==> src/rtl/tccw_pkg.sv <==
// Shared constants, types and state codes for the text console character writer.
package tccw_pkg;

  localparam int COLUMNS_DEF = 80;
  localparam int ROWS_DEF    = 25;

  // Address width wide enough for up to 32768 screen cells.
  localparam int ADDR_W = 15;

  localparam logic [7:0] CH_BACKSPACE = 8'h08;
  localparam logic [7:0] CH_NEWLINE   = 8'h0A;
  localparam logic [7:0] CH_SPACE     = 8'h20;
  localparam logic [7:0] RESET_ATTR   = 8'h0F;

  localparam logic OP_WRITE = 1'b0;
  localparam logic OP_READ  = 1'b1;

  typedef enum logic [5:0] {
    S_CLEAR  = 6'b000001,
    S_IDLE   = 6'b000010,
    S_EXEC   = 6'b000100,
    S_RDWAIT = 6'b001000,
    S_BLANK  = 6'b010000,
    S_DONE   = 6'b100000
  } tccw_state_t;

  typedef struct packed {
    logic              we;
    logic              re;
    logic [ADDR_W-1:0] addr;
    logic [15:0]       wdata;
  } tccw_mem_req_t;

  typedef struct packed {
    logic [15:0] word;
    logic [4:0]  line;
    logic [6:0]  column;
  } tccw_res_t;

endpackage

==> src/rtl/tccw_seq.sv <==
// Request sequencer: cursor, scroll offset, clear and blank sweeps, cell access.
module tccw_seq
  import tccw_pkg::*;
#(
  parameter int COLUMNS = COLUMNS_DEF,
  parameter int ROWS    = ROWS_DEF
) (
  input  logic          clk,
  input  logic          rst_n,
  input  logic          in_valid,
  output logic          in_ready,
  input  logic          in_op,
  input  logic [7:0]    in_char_code,
  input  logic [4:0]    in_read_row,
  input  logic [6:0]    in_read_column,
  input  logic [7:0]    attr,
  output tccw_mem_req_t mem_req,
  input  logic [15:0]   mem_rdata,
  output logic          res_valid,
  input  logic          res_ready,
  output tccw_res_t     res
);

  localparam int CELLS = ROWS * COLUMNS;
  localparam int AW    = $clog2(CELLS);
  localparam int RW    = $clog2(ROWS);
  localparam int CW    = $clog2(COLUMNS + 1);

  localparam logic [AW-1:0] CELLS_LAST = AW'(CELLS - 1);
  localparam logic [AW-1:0] COLS_A     = AW'(COLUMNS);
  localparam logic [AW-1:0] COLS_LAST  = AW'(COLUMNS - 1);
  localparam logic [RW-1:0] ROW_LAST   = RW'(ROWS - 1);
  localparam logic [RW:0]   ROWS_X     = (RW + 1)'(ROWS);
  localparam logic [CW-1:0] COL_END    = CW'(COLUMNS);

  tccw_state_t   state_r, state_nxt;
  logic [AW-1:0] cnt_r, cnt_nxt;
  logic [RW-1:0] top_r, top_nxt;
  logic [RW-1:0] row_r, row_nxt;
  logic [CW-1:0] col_r, col_nxt;
  logic [RW-1:0] sweep_row_r, sweep_row_nxt;
  logic          pend_r, pend_nxt;
  logic [15:0]   val_r, val_nxt;
  logic          op_r;
  logic [7:0]    ch_r;
  logic [4:0]    rr_r;
  logic [6:0]    rc_r;

  logic [RW-1:0] lrow;
  logic [CW-1:0] lcol;
  logic [RW:0]   psum;
  logic [RW-1:0] prow;
  logic [AW-1:0] cell_addr;
  logic [AW-1:0] sweep_addr;
  logic [15:0]   blank;
  logic [15:0]   chword;
  logic          rd_ok;
  logic          wrap;
  logic          at_last;
  logic [RW-1:0] top_inc;

  assign blank   = {attr, CH_SPACE};
  assign chword  = {attr, ch_r};
  assign rd_ok   = (32'(rr_r) < ROWS) && (32'(rc_r) < COLUMNS);
  assign wrap    = (col_r == COL_END);
  assign at_last = (row_r == ROW_LAST);
  assign top_inc = (top_r == ROW_LAST) ? '0 : top_r + RW'(1);

  // Logical cell addressed in EXEC, mapped through the scroll offset.
  always_comb begin
    if (op_r == OP_READ) begin
      lrow = RW'(rr_r);
      lcol = CW'(rc_r);
    end else if (ch_r == CH_BACKSPACE) begin
      lrow = row_r;
      lcol = col_r - CW'(1);
    end else if (wrap) begin
      lrow = row_r + RW'(1);
      lcol = '0;
    end else begin
      lrow = row_r;
      lcol = col_r;
    end
  end

  assign psum       = {1'b0, top_r} + {1'b0, lrow};
  assign prow       = (psum >= ROWS_X) ? RW'(psum - ROWS_X) : psum[RW-1:0];
  assign cell_addr  = AW'(prow) * COLS_A + AW'(lcol);
  assign sweep_addr = AW'(sweep_row_r) * COLS_A + cnt_r;

  always_comb begin
    state_nxt     = state_r;
    cnt_nxt       = cnt_r;
    top_nxt       = top_r;
    row_nxt       = row_r;
    col_nxt       = col_r;
    sweep_row_nxt = sweep_row_r;
    pend_nxt      = pend_r;
    val_nxt       = val_r;
    mem_req       = '0;
    in_ready      = 1'b0;
    res_valid     = 1'b0;
    case (state_r)
      S_CLEAR: begin
        mem_req.we    = 1'b1;
        mem_req.addr  = ADDR_W'(cnt_r);
        mem_req.wdata = {RESET_ATTR, CH_SPACE};
        cnt_nxt       = cnt_r + AW'(1);
        if (cnt_r == CELLS_LAST) begin
          cnt_nxt   = '0;
          state_nxt = S_IDLE;
        end
      end
      S_IDLE: begin
        in_ready = 1'b1;
        if (in_valid) begin
          state_nxt = S_EXEC;
        end
      end
      S_EXEC: begin
        state_nxt = S_DONE;
        val_nxt   = '0;
        if (op_r == OP_READ) begin
          if (rd_ok) begin
            mem_req.re   = 1'b1;
            mem_req.addr = ADDR_W'(cell_addr);
            state_nxt    = S_RDWAIT;
          end
        end else if (ch_r == CH_BACKSPACE) begin
          if (col_r != '0) begin
            col_nxt       = lcol;
            val_nxt       = blank;
            mem_req.we    = 1'b1;
            mem_req.addr  = ADDR_W'(cell_addr);
            mem_req.wdata = blank;
          end
        end else if (ch_r == CH_NEWLINE) begin
          col_nxt = '0;
          if (at_last) begin
            top_nxt       = top_inc;
            sweep_row_nxt = top_r;
            pend_nxt      = 1'b0;
            cnt_nxt       = '0;
            state_nxt     = S_BLANK;
          end else begin
            row_nxt = row_r + RW'(1);
          end
        end else begin
          val_nxt = chword;
          if (wrap && at_last) begin
            col_nxt       = CW'(1);
            top_nxt       = top_inc;
            sweep_row_nxt = top_r;
            pend_nxt      = 1'b1;
            cnt_nxt       = '0;
            state_nxt     = S_BLANK;
          end else begin
            if (wrap) begin
              row_nxt = row_r + RW'(1);
            end
            col_nxt       = lcol + CW'(1);
            mem_req.we    = 1'b1;
            mem_req.addr  = ADDR_W'(cell_addr);
            mem_req.wdata = chword;
          end
        end
      end
      S_RDWAIT: begin
        val_nxt   = mem_rdata;
        state_nxt = S_DONE;
      end
      S_BLANK: begin
        mem_req.we    = 1'b1;
        mem_req.addr  = ADDR_W'(sweep_addr);
        mem_req.wdata = (cnt_r == '0 && pend_r) ? val_r : blank;
        cnt_nxt       = cnt_r + AW'(1);
        if (cnt_r == COLS_LAST) begin
          cnt_nxt   = '0;
          state_nxt = S_DONE;
        end
      end
      S_DONE: begin
        res_valid = 1'b1;
        if (res_ready) begin
          state_nxt = S_IDLE;
        end
      end
      default: begin
        state_nxt = S_IDLE;
      end
    endcase
  end

  assign res.word   = val_r;
  assign res.line   = 5'(row_r);
  assign res.column = 7'(col_r);

  always_ff @(posedge clk) begin
    if (!rst_n) begin
      state_r <= S_CLEAR;
      cnt_r   <= '0;
      top_r   <= '0;
      row_r   <= RW'(1);
      col_r   <= '0;
      pend_r  <= 1'b0;
    end else begin
      state_r <= state_nxt;
      cnt_r   <= cnt_nxt;
      top_r   <= top_nxt;
      row_r   <= row_nxt;
      col_r   <= col_nxt;
      pend_r  <= pend_nxt;
    end
  end

  always_ff @(posedge clk) begin
    sweep_row_r <= sweep_row_nxt;
    val_r       <= val_nxt;
    if (in_valid && in_ready) begin
      op_r <= in_op;
      ch_r <= in_char_code;
      rr_r <= in_read_row;
      rc_r <= in_read_column;
    end
  end

endmodule

==> config.mk <==
export PLATFORM = sky130hd
export DESIGN_NAME = tccw_seq
export DESIGN_NICKNAME = d
export VERILOG_FILES = /design/src/rtl/tccw_pkg.sv /design/src/rtl/tccw_seq.sv
export SDC_FILE = /design/constraint.sdc
export NUM_CORES = 1
export LEC_CHECK = 0
export BUFFER_PORTS_ARGS = -buffer_cell sky130_fd_sc_hd__buf_4
export CAP_MARGIN = 20
export CORE_ASPECT_RATIO = 1.25
export CORE_MARGIN = 1.5
export CORE_UTILIZATION = 56
export DETAILED_ROUTE_END_ITERATION = 10
export GPL_TIMING_DRIVEN = 0
export PLACE_DENSITY = 0.85
export SLEW_MARGIN = 20
export SYNTH_ARGS = -nofsm -noshare
export SYNTH_HDL_FRONTEND = slang
export SYNTH_SLANG_ARGS = --single-unit
==> constraint.sdc <==
create_clock -name clk -period 7.7 [get_ports clk]
set_clock_uncertainty 0.1 [all_clocks]
set_input_delay 0.77 -clock clk [delete_from_list [all_inputs] [get_ports clk]]
set_output_delay 0.77 -clock clk [all_outputs]
set_load 0.03 [all_outputs]
==> results_dict.tcl, run 1 <==
set metrics [dict create \
    outcome "complete, no violations" \
    drc_errors 0 \
    rows 39 \
    io_buffers 107 \
    cts_buffer_depth 2 \
    fmax_ghz 0.137 \
    io_pins 112 \
    yosys-top-cells-area "edfxtp_1 23%, dfxtp_1 13%, ha_1 8.3%" \
    drt_iter0_markers 359 \
    synthSimpleGateAreaFrac 0.217 \
    total_power_mw 1.26 \
    setup_ws_ns 0.393 \
    p_sw_frac 0.340 \
    cp_max_fo 10 \
    grt-ovfl-total 0 \
    grt_start_max_net_pins 22 \
    cts-buffers-inserted 9 \
    synthXorXnorAreaFrac 0.0681 \
    synth-edff-count 42 \
    switchingPower_uw 428 \
    postRouteAntennaNets 0 \
    dp_slack_ns 0.352 \
    synth.largest_area_cell "edfxtp_1" \
    min_period_ns 7.31 \
    end_kind "output pin" \
    postSynth.asyncResetShare 0 \
    ys_ff_latch 77 \
    start_kind "register" \
    fin_nets 801 \
    fp.dieW_um 90.9 \
    firstDrtPassIters 5 \
    ys_seq_area_frac 0.363 \
    p_int_uw 830 \
    place_hpwl_um 11100 \
    hold_path_class "reg2reg" \
    synth-compound-area-share 0.191 \
    wl_um 14500 \
    clk_pin_slew_ns 0.06 \
    yosys_warnings 0 \
    layout-drive-gt1-share 0.222 \
    fp.dieH_um 113 \
    worstPathArrival_ns 6.44 \
    num_antenna_cells 0 \
    cp_data_required_time_ns 6.83 \
    stdcell_count 839 \
    comb_power_share 0.323 \
    drv_slew 0 \
    grt_pass1_vias 4944 \
    power_density_mw_per_mm2 188 \
    hold_viol 0 \
    routed_via_density 6.07 \
    clock-sinks 77 \
    grtUsageTotal 0.287 \
    worst_pin_slew_ns 0.972 \
    vias 5095 \
    antenna_found_initial 0 \
    synth_cell_type_count 76 \
    post-route-period-util 0.949 \
    critPathKind "reg2out" \
    placed_cells 820 \
    synth_ff_type "edfxtp_1" \
    coreArea_mm2 0.00927 \
    wire_per_inst_um 17.3 \
    setup-violations-final 0 \
    synthAdderAreaFrac 0.102 \
    ys_top_cells_by_count "58 x nand2_1, 47 x nor2_1, 43 x o21ai_0" \
    h-tree-depth 3 \
    synth_top_family_by_area "simple AND/OR/NAND/NOR gates" \
    synth.cell_area_mm2 0.00540 \
    tritoncts "built" \
    rsz0062_at_grt "no" \
    syn2layout_area_growth_pct 23.7 \
    leakage_nw 2.78 \
    syn_inst 587 \
    max-vdd-ir-drop_v 0.000158 \
    grt_pass1_wl_um 23600 \
    cts-root-buf "clkbuf_16" \
    globalplace.congestion 0.923 \
    start_util 0.583 \
    yosysMostFrequentCell "nand2_1" \
    clock_latency_ns 0.34 \
    dieArea_mm2 0.0103 \
    fin_tns_setup_ns 0 \
    drv_cap 0 \
    synth.area.mux_share 0.0148 \
    relSlewSlack 0.351 \
    synth_area_per_cell_um2 9.21 \
    synth_top_area_frac 0.233 \
    seqPwrFrac 0.382 \
    power_frac_clock 0.295 \
]
placed cells by master, fill, tap and decap left out, drive strengths merged, types with 7 or more instances in the layout:
| cell type | synthesis | routed |
|---|---|---|
| buf | 8 | 118 |
| nand2 | 59 | 59 |
| nor2 | 51 | 51 |
| o21ai | 48 | 48 |
| edfxtp | 42 | 42 |
| ha | 36 | 36 |
| dfxtp | 35 | 35 |
| inv | 30 | 30 |
| xnor2 | 28 | 28 |
| clkbuf | 16 | 26 |
| nand3 | 18 | 18 |
| a22o | 16 | 16 |
| xor2 | 14 | 14 |
| a21oi | 14 | 14 |
| nor3 | 13 | 13 |
| nor2b | 11 | 11 |
| nand2b | 9 | 9 |
| mux2i | 8 | 8 |
| a21o | 8 | 8 |
| nand3b | 7 | 7 |
| nand4 | 7 | 7 |
| or3 | 7 | 7 |
| nor4 | 7 | 7 |
worst max-delay path, cell delays in order, from the launching register on:
cell	delay (ns)
edfxtp_1	0.46
nor4b_4	0.44
nand2_1	0.18
clkbuf_1	0.25
nand2_1	0.23
xnor2_1	0.14
o21ai_0	0.11
ha_1	0.23
fa_1	0.49
inv_1	0.07
ha_1	0.23
a311o_1	0.37
o21ai_1	0.31
nor2_1	0.08
a21o_1	0.21
inv_1	0.12
xnor2_1	0.13
ha_1	0.19
inv_1	0.05
fa_1	0.35
clkbuf_1	0.20
or3b_2	0.51
nand2b_1	0.15
a21oi_1	0.14
a211oi_1	0.08
nand4_1	0.09
nand3_1	0.08
buf_4	0.17
registers in the layout, indices dropped and copies added, names as in the netlist:
signal       flops
row_r            5
op_r             1
pend_r           1
top_r            5
rr_r             5
col_r            7
ch_r             8
rc_r             7
cnt_r           11
state_r          6
sweep_row_r      5
val_r           16
cell type report:
cell class	instances	area, µm²
multi-input cells	459	3250
fillers	689	2590
flip-flops and latches	77	1960
repair buffers	110	826
clock buffers	10	229
well taps	123	154
plain buffers	24	125
inverters	30	113
clock inverters	6	30.0
repair_timing:
action / 4_1_cts / 5_1_grt
cloned: 0 / 0
setup endpoints to repair: 1 / 3
setup buffers: 0 / 3
hold buffers: 0 / 0
gates resized for setup: 1 / 7
pin swaps: 0 / 2
per-stage QoR:
step / hold slack [ns] / util / instance area (µm²)
after floorplan: 0.372 / - / 5420
after global placement: 0.410 / 0.687 / 6370
after detailed placement: 0.421 / 0.689 / 6390
after CTS: 0.445 / 0.718 / 6660
after global routing: 0.457 / 0.721 / 6690
final: 0.443 / 0.721 / 6690
routing by layer:
layer / up-vias / track usage / wire (µm)
li1: 2390 / - / -
met1: 2451 / 0.325 / 5630
met2: 204 / 0.524 / 7550
met3: 50 / 0.0511 / 820
met4: 0 / 0.130 / 495
met5: - / 0 / 0
cells by family (layout without fill, tap and decap cells):
family          count (synthesis)  after routing
simple gates                  221            221
compound gates                143            143
flops                          77             77
buf+inv                        54            180
xor+xnor                       42             42
fa+ha+maj                      41             41
mux                             8              8
other cells                     1              4
worst paths after layout:
check / depth (start not counted) / slack (ns) / to / startpoint
max: 27 / 0.39 / mem_req[26] / ch_r[0]
min: 0 / 0.44 / sweep_row_r[4] / top_r[4]
max reg2reg: 10 / 4.40 / top_r[0] / col_r[0]
min reg2reg: 0 / 0.44 / sweep_row_r[4] / top_r[4]
power by group through the flow:
stage,sequential [mW],clock (mW),combinational (mW)
global placement,0.485,0,0.386
global route,0.483,0.389,0.435
floorplan,0.483,0,0.268
CTS,0.479,0.376,0.401
detailed placement,0.487,0,0.399
finish,0.481,0.371,0.406
Note: power is estimated with default switching activity, not from simulation.
==> inputs of run 2 (changes only) <==
Settings changed: MAX_ROUTING_LAYER set to met4.
==> run 2 against run 1 <==
Effect of this change:
- register-to-register slack improved by 0.03 ns
- final cell count up 0.12%
- fmax down 0.95%
- total power rose by 5.3%
- first-iteration DRC count shrank 3.6%
- non-clock buffer count rose by 1
==> results_dict.tcl, run 2 (same netlist as run 1, synthesis figures left out) <==
set metrics [dict create \
    num-fill-cells 694 \
    hold_path_class "reg2reg" \
    routed_via_density 6.07 \
    clock-sinks 77 \
    postRouteAntennaNets 0 \
    cp-startpoint "ch_r[1]" \
    grt_start_max_net_pins 22 \
    drt_iter0_markers 346 \
    layout-drive-gt1-share 0.227 \
    cp_num_buf_inv 5 \
    hp-start "pend_r" \
    worstPathArrival_ns 6.51 \
    leakage_nw 2.81 \
    drc_errors 0 \
    setup-violations-final 0 \
    max-vdd-ir-drop_v 0.000162 \
    fp.dieH_um 113 \
    timing.rr.start "col_r[0]" \
    p_sw_frac 0.324 \
    fp.dieW_um 90.9 \
    cts-root-buf "clkbuf_16" \
    tritoncts "built" \
    coreArea_mm2 0.00927 \
    start_util 0.583 \
    worst_path_largest_cell_delay_ns 0.50 \
    io_buffers 107 \
    final_common_cell "buf_4" \
    place_area_mm2 0.00639 \
    rows 39 \
    seqCellArea_mm2 0.00196 \
    vias 5096 \
    io_pins 112 \
    place_hpwl_um 11000 \
    worst_pin_slew_ns 0.947 \
    wl_um 14800 \
    hold_viol 0 \
    cts_buffer_depth 2 \
    worst-path-stages 25 \
    rr_endpoint "top_r[0]" \
    cp_max_fo 10 \
    grtUsageTotal 0.295 \
    wire_per_inst_um 17.6 \
    critPathCapture "mem_req[26]" \
    r2r_slack_ns 4.43 \
    regMostFlops "val_r" \
    seqPwrFrac 0.363 \
    end_kind "output pin" \
    dp_slack_ns 0.398 \
    syn2layout_area_growth_pct 25.1 \
    clock_latency_ns 0.34 \
    rsz0062_at_grt "no" \
    hold_slack_ns 0.419 \
    final_cell_mix "115 x buf_4, 58 x nand2_1, 47 x nor2_1, 42 x edfxtp_1, 41 x o21ai_0" \
    cp_data_required_time_ns 6.83 \
    switchingPower_uw 429 \
    dieArea_mm2 0.0103 \
    outcome "complete, no violations" \
    power_frac_clock 0.332 \
    min_period_ns 7.38 \
    cts-buffers-inserted 9 \
    fmax_ghz 0.136 \
    relSlewSlack 0.368 \
    path_delay_family "simple AND/OR/NAND/NOR gates" \
    comb_power_share 0.305 \
    h-tree-depth 3 \
    reg.largest.list "val_r x16, cnt_r x11, ch_r x8" \
    grt_pass1_wl_um 23600 \
    fin_tns_setup_ns 0 \
    drv_slew 0 \
    start_kind "register" \
    power_density_mw_per_mm2 196 \
    critPathKind "reg2out" \
    antenna_found_initial 0 \
    grt_pass1_vias 4967 \
    globalplace.congestion 0.917 \
    num_antenna_cells 0 \
    multi_input_area_mm2 0.00326 \
    p_int_uw 896 \
    post-route-period-util 0.958 \
    firstDrtPassIters 4 \
    fin_nets 802 \
    clk_pin_slew_ns 0.06 \
    cp_slowest_cell "edfxtp_1" \
    largest_reg_flops 16 \
    rr_worst_depth 10 \
    stdcell_area_mm2 0.00676 \
    drv_cap 0 \
    grt-ovfl-total 0 \
    setup_ws_ns 0.322 \
]
==> run 2: per-layer routing <==
layer / routed length [µm] / share of wire / track usage
met3: 843 / 0.057 / 0.0484
met2: 7530 / 0.51 / 0.509
met1: 5870 / 0.40 / 0.335
met4: 508 / 0.034 / 0.135
met5: 0 / 0 / -
==> run 2: stage by stage <==
stage | total power, mW | instances | utilization
final | 1.32 | 840 | 0.729
after global placement | 0.872 | 820 | 0.687
after floorplan | 0.751 | 590 | -
after detailed placement | 0.884 | 820 | 0.689
after global routing | 1.38 | 840 | 0.729
after CTS | 1.32 | 836 | 0.724
==> run 2: layout make-up <==
cell class,count,share of cell area
buffer,24,0.0183
inverter,30,0.0167
tap,123,0.0228
clock inverter,3,0.00630
timing repair buffer,111,0.123
sequential,77,0.290
multi-input combinational,459,0.482
clock buffer,13,0.0402
==> run 2: how the worst min path moves through the flow <==
stage	to	slack, ns	cells after the start
6_report	pend_r	0.42	1
3_3_place_gp	pend_r	0.41	1
5_1_grt	pend_r	0.44	1
4_1_cts	pend_r	0.42	1
2_1_floorplan	pend_r	0.37	1
3_5_place_dp	pend_r	0.40	1
==> run 2: worst reg2reg max path, stage by stage, from the launching register on <==
cell     delay [ns]
dfxtp_1        0.40
inv_1          0.10
ha_1           0.21
or3b_1         0.41
or2_1          0.33
nor2_1         0.19
o21ai_2        0.13
nor2_2         0.51
nand2_1        0.13
o31ai_1        0.51
nor2_1         0.12
==> run 2: repair_timing <==
item                                    in CTS  in global routing
buffers inserted                             0                  4
pin swaps                                    0                  2
gates resized for setup                      1                  6
endpoints found under the setup margin       1                  3
hold buffers                                 0                  0
==> run 2: power by group through the flow <==
stage	sequential (mW)	combinational [mW]	clock (mW)
3_3_place_gp	0.486	0.386	0
5_1_grt	0.484	0.432	0.462
6_report	0.481	0.404	0.439
2_1_floorplan	0.483	0.268	0
3_5_place_dp	0.488	0.397	0
4_1_cts	0.480	0.401	0.440
